[config.mk]
export PLATFORM = sky130hd
export DESIGN_NAME = symbol_table_lookup
export DESIGN_NICKNAME = d
export VERILOG_FILES = /design/src/rtl/stl_pkg.sv /design/src/rtl/stl_ctrl.sv /design/src/rtl/stl_datapath.sv /design/src/rtl/symbol_table_lookup.sv
export SDC_FILE = /design/constraint.sdc
export NUM_CORES = 2
export LEC_CHECK = 0
export ABC_AREA = 0
export BUFFER_PORTS_ARGS = -buffer_cell sky130_fd_sc_hd__buf_4
export CORE_ASPECT_RATIO = 1.75
export CORE_MARGIN = 2
export CORE_UTILIZATION = 50
export CTS_CLUSTER_SIZE = 20
export DETAILED_ROUTE_END_ITERATION = 8
export GPL_ROUTABILITY_DRIVEN = 0
export PLACE_DENSITY = 0.71
export SLEW_MARGIN = 20
export SYNTH_ARGS = -nofsm -noshare
export SYNTH_HDL_FRONTEND = slang
export SYNTH_HIERARCHICAL = 1
export SYNTH_SLANG_ARGS = --single-unit
export TNS_END_PERCENT = 1
[constraint.sdc]
create_clock -name clk -period 16.95 [get_ports clk]
set_clock_uncertainty 0.05 [all_clocks]
set_input_delay 3.39 -clock clk [delete_from_list [all_inputs] [get_ports clk]]
set_output_delay 3.39 -clock clk [all_outputs]
set_load 0.005 [all_outputs]
[src/rtl/stl_pkg.sv]
// Shared types, widths and codes for the symbol table lookup block.
// No dependencies; every other file of the block imports this package.
package stl_pkg;

    localparam int DEFAULT_ENTRIES = 32;

    localparam int OP_W     = 3;
    localparam int LABEL_W  = 64;
    localparam int ADDR_W   = 24;
    localparam int STATUS_W = 2;
    localparam int COUNT_W  = 6;

    // Request codes.
    localparam logic [OP_W-1:0] OP_CLEAR  = 3'd0;
    localparam logic [OP_W-1:0] OP_INSERT = 3'd1;
    localparam logic [OP_W-1:0] OP_DELETE = 3'd2;
    localparam logic [OP_W-1:0] OP_SEARCH = 3'd3;
    localparam logic [OP_W-1:0] OP_RENAME = 3'd4;
    localparam logic [OP_W-1:0] OP_CHANGE = 3'd5;

    // Result status codes.
    localparam logic [STATUS_W-1:0] ST_OK      = 2'd0;
    localparam logic [STATUS_W-1:0] ST_PRESENT = 2'd1;
    localparam logic [STATUS_W-1:0] ST_ABSENT  = 2'd2;
    localparam logic [STATUS_W-1:0] ST_FULL    = 2'd3;

    // One slot of the table memory.
    typedef struct packed {
        logic               valid;
        logic [LABEL_W-1:0] label;
        logic [ADDR_W-1:0]  addr;
    } entry_t;

    // Commands from the controller to the datapath.
    typedef struct packed {
        logic capture;    // take the request beat into the working registers
        logic sweep;      // invalidate the slot at the sweep index and step it
        logic read;       // read the slot at the scan index and step it
        logic insert_wr;  // write the new entry into the first free slot
        logic load_out;   // load the result register
    } ctrl_cmd_t;

    // Status from the datapath to the controller.
    typedef struct packed {
        logic last_idx;   // the index points at the last slot
    } dp_status_t;

endpackage

[src/rtl/stl_ctrl.sv]
// Controller state machine of the symbol table lookup block.
// Depends on stl_pkg for the command and status structs.
module stl_ctrl (
    input  logic                clk,
    input  logic                rst_n,
    input  logic                in_valid,
    input  logic                is_clear,
    input  logic                out_stall,
    input  stl_pkg::dp_status_t stat,
    output stl_pkg::ctrl_cmd_t  cmd,
    output logic                in_stall,
    output logic                out_valid
);
    import stl_pkg::*;

    typedef enum logic [6:0] {
        S_INIT   = 7'b0000001,
        S_IDLE   = 7'b0000010,
        S_CLEAR  = 7'b0000100,
        S_SCAN   = 7'b0001000,
        S_DRAIN  = 7'b0010000,
        S_INSERT = 7'b0100000,
        S_DONE   = 7'b1000000
    } state_t;

    state_t state_reg, state_next;
    logic   out_valid_reg, out_valid_next;

    always_comb
    begin
        state_next = state_reg;
        cmd        = '0;
        unique case (state_reg)
            S_INIT:
            begin
                cmd.sweep = 1'b1;
                if (stat.last_idx)
                begin
                    state_next = S_IDLE;
                end
            end
            S_IDLE:
            begin
                if (in_valid)
                begin
                    cmd.capture = 1'b1;
                    state_next  = is_clear ? S_CLEAR : S_SCAN;
                end
            end
            S_CLEAR:
            begin
                cmd.sweep = 1'b1;
                if (stat.last_idx)
                begin
                    state_next = S_DONE;
                end
            end
            S_SCAN:
            begin
                cmd.read = 1'b1;
                if (stat.last_idx)
                begin
                    state_next = S_DRAIN;
                end
            end
            S_DRAIN:
            begin
                state_next = S_INSERT;
            end
            S_INSERT:
            begin
                cmd.insert_wr = 1'b1;
                state_next    = S_DONE;
            end
            S_DONE:
            begin
                if (!out_valid_reg || !out_stall)
                begin
                    cmd.load_out = 1'b1;
                    state_next   = S_IDLE;
                end
            end
            default:
            begin
                state_next = S_INIT;
            end
        endcase
    end

    assign out_valid_next = cmd.load_out | (out_valid_reg & out_stall);

    always_ff @(posedge clk or negedge rst_n)
    begin
        if (!rst_n)
        begin
            state_reg     <= S_INIT;
            out_valid_reg <= 1'b0;
        end
        else
        begin
            state_reg     <= state_next;
            out_valid_reg <= out_valid_next;
        end
    end

    assign in_stall  = (state_reg != S_IDLE);
    assign out_valid = out_valid_reg;

endmodule

[src/rtl/stl_datapath.sv]
// Datapath of the symbol table lookup block: table memory, scan compare,
// entry count and result register. Depends on stl_pkg.
module stl_datapath #(
    parameter int ENTRIES = stl_pkg::DEFAULT_ENTRIES
) (
    input  logic                         clk,
    input  logic                         rst_n,
    input  stl_pkg::ctrl_cmd_t           cmd,
    output stl_pkg::dp_status_t          stat,
    input  logic [stl_pkg::OP_W-1:0]     operation,
    input  logic [stl_pkg::LABEL_W-1:0]  label,
    input  logic [stl_pkg::ADDR_W-1:0]   address,
    input  logic [stl_pkg::LABEL_W-1:0]  new_label,
    output logic [stl_pkg::STATUS_W-1:0] status,
    output logic                         found,
    output logic [stl_pkg::ADDR_W-1:0]   address_out,
    output logic [stl_pkg::COUNT_W-1:0]  entry_count
);
    import stl_pkg::*;

    localparam int IDX_W = $clog2(ENTRIES);
    localparam int CNT_W = $clog2(ENTRIES + 1);
    localparam logic [IDX_W-1:0] LAST_IDX = IDX_W'(ENTRIES - 1);

    entry_t mem [ENTRIES];

    logic [OP_W-1:0]     op_reg;
    logic [LABEL_W-1:0]  label_reg;
    logic [ADDR_W-1:0]   addr_reg;
    logic [LABEL_W-1:0]  nlabel_reg;

    logic [IDX_W-1:0]    idx_reg;
    logic                cmp_valid_reg;
    logic [IDX_W-1:0]    cmp_idx_reg;
    entry_t              rd_data_reg;

    logic                hit_reg;
    logic [ADDR_W-1:0]   hit_addr_reg;
    logic                free_found_reg;
    logic [IDX_W-1:0]    free_idx_reg;
    logic [CNT_W-1:0]    count_reg;

    logic [STATUS_W-1:0] status_reg;
    logic                found_reg;
    logic [ADDR_W-1:0]   addr_out_reg;
    logic [COUNT_W-1:0]  count_out_reg;

    logic                match;
    logic                is_free;
    logic                do_insert;
    logic                do_delete;
    logic                wr_en;
    logic [IDX_W-1:0]    wr_idx;
    entry_t              wr_data;
    logic [STATUS_W-1:0] status_next;

    assign stat.last_idx = (idx_reg == LAST_IDX);

    assign match     = cmp_valid_reg && rd_data_reg.valid && (rd_data_reg.label == label_reg);
    assign is_free   = cmp_valid_reg && !rd_data_reg.valid;
    assign do_insert = (op_reg == OP_INSERT) && !hit_reg && free_found_reg;
    assign do_delete = match && (op_reg == OP_DELETE) && !hit_reg;

    // Write port: sweep, insert, or write-back of the slot just compared.
    always_comb
    begin
        wr_en   = 1'b0;
        wr_idx  = cmp_idx_reg;
        wr_data = rd_data_reg;
        priority if (cmd.sweep)
        begin
            wr_en   = 1'b1;
            wr_idx  = idx_reg;
            wr_data = '0;
        end
        else if (cmd.insert_wr)
        begin
            wr_en         = do_insert;
            wr_idx        = free_idx_reg;
            wr_data.valid = 1'b1;
            wr_data.label = label_reg;
            wr_data.addr  = addr_reg;
        end
        else if (match)
        begin
            unique case (op_reg)
                OP_RENAME:
                begin
                    wr_en         = 1'b1;
                    wr_data.label = nlabel_reg;
                end
                OP_CHANGE:
                begin
                    wr_en        = 1'b1;
                    wr_data.addr = addr_reg;
                end
                OP_DELETE:
                begin
                    wr_en         = !hit_reg;
                    wr_data.valid = 1'b0;
                end
                default:
                begin
                    wr_en = 1'b0;
                end
            endcase
        end
        else
        begin
            wr_en = 1'b0;
        end
    end

    always_ff @(posedge clk)
    begin
        if (cmd.read)
        begin
            rd_data_reg <= mem[idx_reg];
        end
        if (wr_en)
        begin
            mem[wr_idx] <= wr_data;
        end
    end

    // Request and scan payload registers.
    always_ff @(posedge clk)
    begin
        if (cmd.capture)
        begin
            op_reg     <= operation;
            label_reg  <= label;
            addr_reg   <= address;
            nlabel_reg <= new_label;
        end
        cmp_idx_reg <= idx_reg;
        if (match && !hit_reg)
        begin
            hit_addr_reg <= rd_data_reg.addr;
        end
        if (is_free && !free_found_reg)
        begin
            free_idx_reg <= cmp_idx_reg;
        end
    end

    always_ff @(posedge clk or negedge rst_n)
    begin
        if (!rst_n)
        begin
            idx_reg        <= '0;
            cmp_valid_reg  <= 1'b0;
            hit_reg        <= 1'b0;
            free_found_reg <= 1'b0;
            count_reg      <= '0;
        end
        else
        begin
            cmp_valid_reg <= cmd.read;
            if (cmd.sweep || cmd.read)
            begin
                idx_reg <= stat.last_idx ? '0 : idx_reg + IDX_W'(1);
            end
            if (cmd.capture)
            begin
                hit_reg        <= 1'b0;
                free_found_reg <= 1'b0;
            end
            else
            begin
                if (match)
                begin
                    hit_reg <= 1'b1;
                end
                if (is_free)
                begin
                    free_found_reg <= 1'b1;
                end
            end
            priority if (cmd.sweep)
            begin
                count_reg <= '0;
            end
            else if (cmd.insert_wr && do_insert)
            begin
                count_reg <= count_reg + CNT_W'(1);
            end
            else if (do_delete)
            begin
                count_reg <= count_reg - CNT_W'(1);
            end
            else
            begin
                count_reg <= count_reg;
            end
        end
    end

    always_comb
    begin
        unique case (op_reg)
            OP_CLEAR:
            begin
                status_next = ST_OK;
            end
            OP_INSERT:
            begin
                status_next = hit_reg ? ST_PRESENT : (free_found_reg ? ST_OK : ST_FULL);
            end
            default:
            begin
                status_next = hit_reg ? ST_OK : ST_ABSENT;
            end
        endcase
    end

    always_ff @(posedge clk)
    begin
        if (cmd.load_out)
        begin
            status_reg    <= status_next;
            found_reg     <= (op_reg != OP_CLEAR) && hit_reg;
            addr_out_reg  <= ((op_reg != OP_CLEAR) && hit_reg) ? hit_addr_reg : '0;
            count_out_reg <= COUNT_W'(count_reg);
        end
    end

    assign status      = status_reg;
    assign found       = found_reg;
    assign address_out = addr_out_reg;
    assign entry_count = count_out_reg;

endmodule

[src/rtl/symbol_table_lookup.sv]
// Top level of the symbol table lookup block: controller plus datapath.
// Depends on stl_pkg, stl_ctrl and stl_datapath.
//
//  channel | beat moved                             | handshake
//  --------+----------------------------------------+---------------------
//  in      | operation, label, address, new_label   | in_valid / in_stall
//  out     | status, found, address_out, entry_count | out_valid / out_stall
//
// A request runs from accept to the next accept in these steps: accept,
// a scan reading one slot per cycle from the table memory, compare of the
// last slot, insert write and the result load, which waits while an
// earlier result is still stalled. A clear runs accept, a sweep writing one
// slot per cycle and the result load. After reset the block sweeps the
// table with in_stall high before it takes the first beat.
// A result waiting in the output register does not hold off the next
// request; only a second result stalls until the first one is taken.
module symbol_table_lookup #(
    parameter int ENTRIES = stl_pkg::DEFAULT_ENTRIES
) (
    input  logic                         clk,
    input  logic                         rst_n,
    input  logic                         in_valid,
    output logic                         in_stall,
    input  logic [stl_pkg::OP_W-1:0]     operation,
    input  logic [stl_pkg::LABEL_W-1:0]  label,
    input  logic [stl_pkg::ADDR_W-1:0]   address,
    input  logic [stl_pkg::LABEL_W-1:0]  new_label,
    output logic                         out_valid,
    input  logic                         out_stall,
    output logic [stl_pkg::STATUS_W-1:0] status,
    output logic                         found,
    output logic [stl_pkg::ADDR_W-1:0]   address_out,
    output logic [stl_pkg::COUNT_W-1:0]  entry_count
);
    import stl_pkg::*;

    ctrl_cmd_t  cmd;
    dp_status_t stat;
    logic       is_clear;

    // The controller only needs to know whether the request is a clear,
    // which runs a sweep instead of a scan.
    assign is_clear = (operation == OP_CLEAR);

    stl_ctrl u_ctrl (
        .clk       (clk),
        .rst_n     (rst_n),
        .in_valid  (in_valid),
        .is_clear  (is_clear),
        .out_stall (out_stall),
        .stat      (stat),
        .cmd       (cmd),
        .in_stall  (in_stall),
        .out_valid (out_valid)
    );

    stl_datapath #(
        .ENTRIES (ENTRIES)
    ) u_datapath (
        .clk         (clk),
        .rst_n       (rst_n),
        .cmd         (cmd),
        .stat        (stat),
        .operation   (operation),
        .label       (label),
        .address     (address),
        .new_label   (new_label),
        .status      (status),
        .found       (found),
        .address_out (address_out),
        .entry_count (entry_count)
    );

    // The block is busy the cycle after it accepts a request.
    a_busy_after_accept: assert property (@(posedge clk) disable iff (!rst_n)
        (in_valid && !in_stall) |=> in_stall)
        else $error("request accepted while the previous one is still running");

    // A sweep of the table never runs while requests are accepted.
    a_sweep_stalls: assert property (@(posedge clk) disable iff (!rst_n)
        cmd.sweep |-> in_stall)
        else $error("table sweep while the input side is open");

    // Loading the result register always presents a result.
    a_load_shows: assert property (@(posedge clk) disable iff (!rst_n)
        cmd.load_out |=> out_valid)
        else $error("result loaded but not presented");

    // A found label never reports absent or full.
    a_found_status: assert property (@(posedge clk) disable iff (!rst_n)
        (out_valid && found) |-> (status == ST_OK || status == ST_PRESENT))
        else $error("found label with an absent or full status");

endmodule
==> metrics.log <==
INFO  metric clock_pin_slew_worst_setup_and_hold_paths = 0.07 ns
INFO  metric tritoncts = built
INFO  metric io_pins = 194
INFO  metric clk_root_buffer_cell = sky130_fd_sc_hd__clkbuf_16
INFO  metric grt_first_pass_wirelength = 445000 um
INFO  metric power.sequential.fraction = 43.9%
INFO  metric drive_above_1_share = 33.3%
INFO  metric core-area = 244000 um^2
INFO  metric yosys_warnings = 6
INFO  metric effective_utilization_at_floorplan = 50.2%
INFO  metric detail-route-antenna-nets = 0
INFO  metric cts.hold.buffers_added = 0
INFO  metric fin_setup_tns = 0 ns
INFO  metric number_of_flops_mapped_to_enable_cells_by_yosys = 3154
INFO  metric final_common_cell = sky130_fd_sc_hd__edfxtp_1
INFO  metric per_cell_routed_wire_length = 34.9 um
INFO  metric dieHeight = 659 um
INFO  metric critPathMaxFanout = 44
INFO  metric finalHoldViolations = 0
INFO  metric post-route-min-period = 6.00 ns
INFO  metric grt_overflow_total = 0
INFO  metric antenna_violations_before_repair = 14
INFO  metric place_hpwl = 179000 um
INFO  metric grt_setup_unrepaired = false
INFO  metric ctsLongestPathBuffers = 4
INFO  metric numPortBuffers = 193
INFO  metric h-tree-depth = 5
INFO  metric cts_buffers = 285
INFO  metric slew_viol_final = 0
INFO  metric clock-sinks = 3181
INFO  metric setup.worst_path.start_class = flip-flop
INFO  metric worst-slew-pin-transition = 1.22 ns
INFO  metric cts_setup_buffers = 0
INFO  metric final-setup-viol-count = 0
INFO  metric post_cts_resized = 0
INFO  metric p_switching = 6.82 mW
INFO  metric synth.distinct_cells = 68
INFO  metric synth.avg_cell_area = 23.8 um^2
INFO  metric final_cell_mix = sky130_fd_sc_hd__edfxtp_1 (3154), sky130_fd_sc_hd__mux4_2 (890), sky130_fd_sc_hd__buf_4 (375), sky130_fd_sc_hd__clkbuf_16 (298), sky130_fd_sc_hd__nor2b_1 (104)
INFO  metric hold_class = reg2reg
INFO  metric drv_cap = 0
INFO  metric power_per_cell_area = 168 nW/um^2
INFO  metric design.die.area = 249000 um^2
INFO  metric area.growth.synth_to_final = 13.6%
INFO  metric vias = 58000
INFO  metric num_rows = 240
INFO  metric cell_internal_pwr = 16.6 mW
INFO  metric detail_route.drc_violations = 0
INFO  metric critPathKind = reg2reg
INFO  metric static-leakage-power = 43.8 nW
INFO  metric period_utilization_post_route = 35.4%
INFO  metric drc_marker_count_from_the_first_detailed_route_iteration = 7692
INFO  metric grt_max_degree = 170
INFO  metric synth.cell_area = 123000 um^2
INFO  metric top_reg_cell_synth = sky130_fd_sc_hd__edfxtp_1
INFO  metric clkPwrFrac = 28.0%
INFO  metric async_flop_share = 0.692%
INFO  metric vdd_drop_max = 0.000140 V
INFO  metric synth_seq_area_share = 77.8%
INFO  metric slew_headroom = 18.9%
INFO  metric ys_seq_elements = 3181
INFO  metric syn-num-nets = 5322
INFO  metric clkLatencyLatePin = 0.87 ns
INFO  metric detail_route.first_pass.iterations = 5
INFO  metric vias_in_the_first_global_route = 59500
INFO  metric run_status = finished clean
INFO  metric postRouteWirelength = 316000 um
INFO  metric number_of_instances_in_the_synthesized_netlist = 5156
INFO  metric combPwrFrac = 28.1%
INFO  metric fmax = 167 MHz
INFO  metric via_per_inst = 6.42
INFO  metric nets = 5721
INFO  metric required = 17.32 ns
INFO  metric power = 23.4 mW
INFO  metric cp_data_arrival_time = 6.37 ns
INFO  metric flip_flop_count_of_the_largest_register_after_layout = 2848
INFO  metric swShare = 29.1%
INFO  metric worst_setup_path_end_kind = flip-flop
INFO  metric fp.dieW = 378 um
INFO  metric global_route.usage.total = 25.4%
[final timing paths]
| path | startpoint | endpoint | slack, ns | cells after the start |
|---|---|---|---|---|
| max in group asynchronous | rst_n | u_datapath/idx_reg[0]$_DFFE_PN0P_ | 14.03 | 1 |
| worst min register to register | u_datapath/cmp_idx_reg[2]$_DFF_P_ | u_datapath/free_idx_reg[2]$_DFFE_PP_ | 0.39 | 0 |
| worst max register to register | u_ctrl/state_reg[1]$_DFFE_PN0P_ | u_datapath/mem[6][79]$_DFFE_PP_ | 10.95 | 10 |
| worst min-delay path | u_datapath/cmp_idx_reg[2]$_DFF_P_ | u_datapath/free_idx_reg[2]$_DFFE_PP_ | 0.39 | 0 |
| min in group asynchronous | rst_n | u_datapath/count_reg[0]$_DFFE_PN0P_ | 2.42 | 1 |
| worst max-delay path | u_ctrl/state_reg[1]$_DFFE_PN0P_ | u_datapath/mem[6][79]$_DFFE_PP_ | 10.95 | 10 |
[metal layers]
layer	wire, um	track usage (%)	vias to the layer above
met5	66	0	-
met4	13100	9.42	10
met3	30300	4.78	608
met2	160000	42.7	3452
met1	112000	33.1	31100
li1	-	-	22800
[through the flow]
stage	utilization (%)	instance area (um^2)	worst slack (ns)	std cells	hold slack, ns
detailed placement	53.2	130000	11.00	8532	0.363
global route	57.0	139000	10.60	9042	0.392
finish	57.0	139000	10.95	9043	0.387
global placement	53.2	130000	11.06	8530	0.363
floorplan	-	123000	9.68	5156	0.295
CTS	57.0	139000	10.91	9038	0.377
[worst max-delay path, cell delays in order (launching register included)]
cell	delay, ns
sky130_fd_sc_hd__dfrtp_1	0.42
sky130_fd_sc_hd__nor4_2	0.47
sky130_fd_sc_hd__or4bb_1	0.55
sky130_fd_sc_hd__nand2_4	0.59
sky130_fd_sc_hd__mux2i_1	0.48
sky130_fd_sc_hd__inv_1	0.16
sky130_fd_sc_hd__nor3_1	0.47
sky130_fd_sc_hd__nand2_1	0.19
sky130_fd_sc_hd__nor2_4	0.61
sky130_fd_sc_hd__buf_4	0.54
sky130_fd_sc_hd__buf_4	0.94
[area by class of cell]
type,count,area (um^2)
Fill cell,17000,105000
Sequential cell,3181,95400
Multi-Input combinational cell,1680,27300
Clock buffer,355,7660
Tap cell,3267,4090
Timing Repair Buffer,390,3120
Clock inverter,151,1680
Inverter,17,71.3
Antenna cell,2,5.00
[power groups by stage]
stage | sequential (mW) | clock (mW) | combinational [mW]
after floorplan | 10.4 | 0 | 4.38
final | 10.3 | 6.55 | 6.56
after global routing | 10.3 | 6.90 | 6.86
after global placement | 10.4 | 0 | 6.50
after CTS | 10.3 | 6.63 | 6.63
after detailed placement | 10.4 | 0 | 6.59
[cell usage after synthesis, types with 31 or more instances]
library cell / count / area share, %
sky130_fd_sc_hd__a211oi_1: 62 / 0.38
sky130_fd_sc_hd__xor2_1: 45 / 0.32
sky130_fd_sc_hd__clkbuf_1: 183 / 0.56
sky130_fd_sc_hd__edfxtp_1: 3154 / 77
sky130_fd_sc_hd__buf_1: 38 / 0.12
sky130_fd_sc_hd__mux2i_1: 31 / 0.25
sky130_fd_sc_hd__buf_2: 47 / 0.19
sky130_fd_sc_hd__nand2b_1: 53 / 0.27
sky130_fd_sc_hd__mux4_2: 890 / 16
sky130_fd_sc_hd__nor2_1: 129 / 0.39
sky130_fd_sc_hd__nand2_1: 47 / 0.14
sky130_fd_sc_hd__a2111oi_2: 52 / 0.64
sky130_fd_sc_hd__nor2b_1: 104 / 0.53
sky130_fd_sc_hd__mux2_2: 99 / 0.91
[kinds of logic after synthesis]
| kind of cell | count (synthesis) | synth area share [%] |
|---|---|---|
| DFF | 3181 | 77.8 |
| AOI/OAI and AO/OA | 172 | 1.38 |
| and+or+nand+nor | 432 | 1.90 |
| adders and majority gates | 7 | 0.0776 |
| muxes | 1020 | 17.5 |
| buffers and inverters | 295 | 0.988 |
| xor gates and xnor gates | 49 | 0.350 |
(Power assumes the default switching activity.)
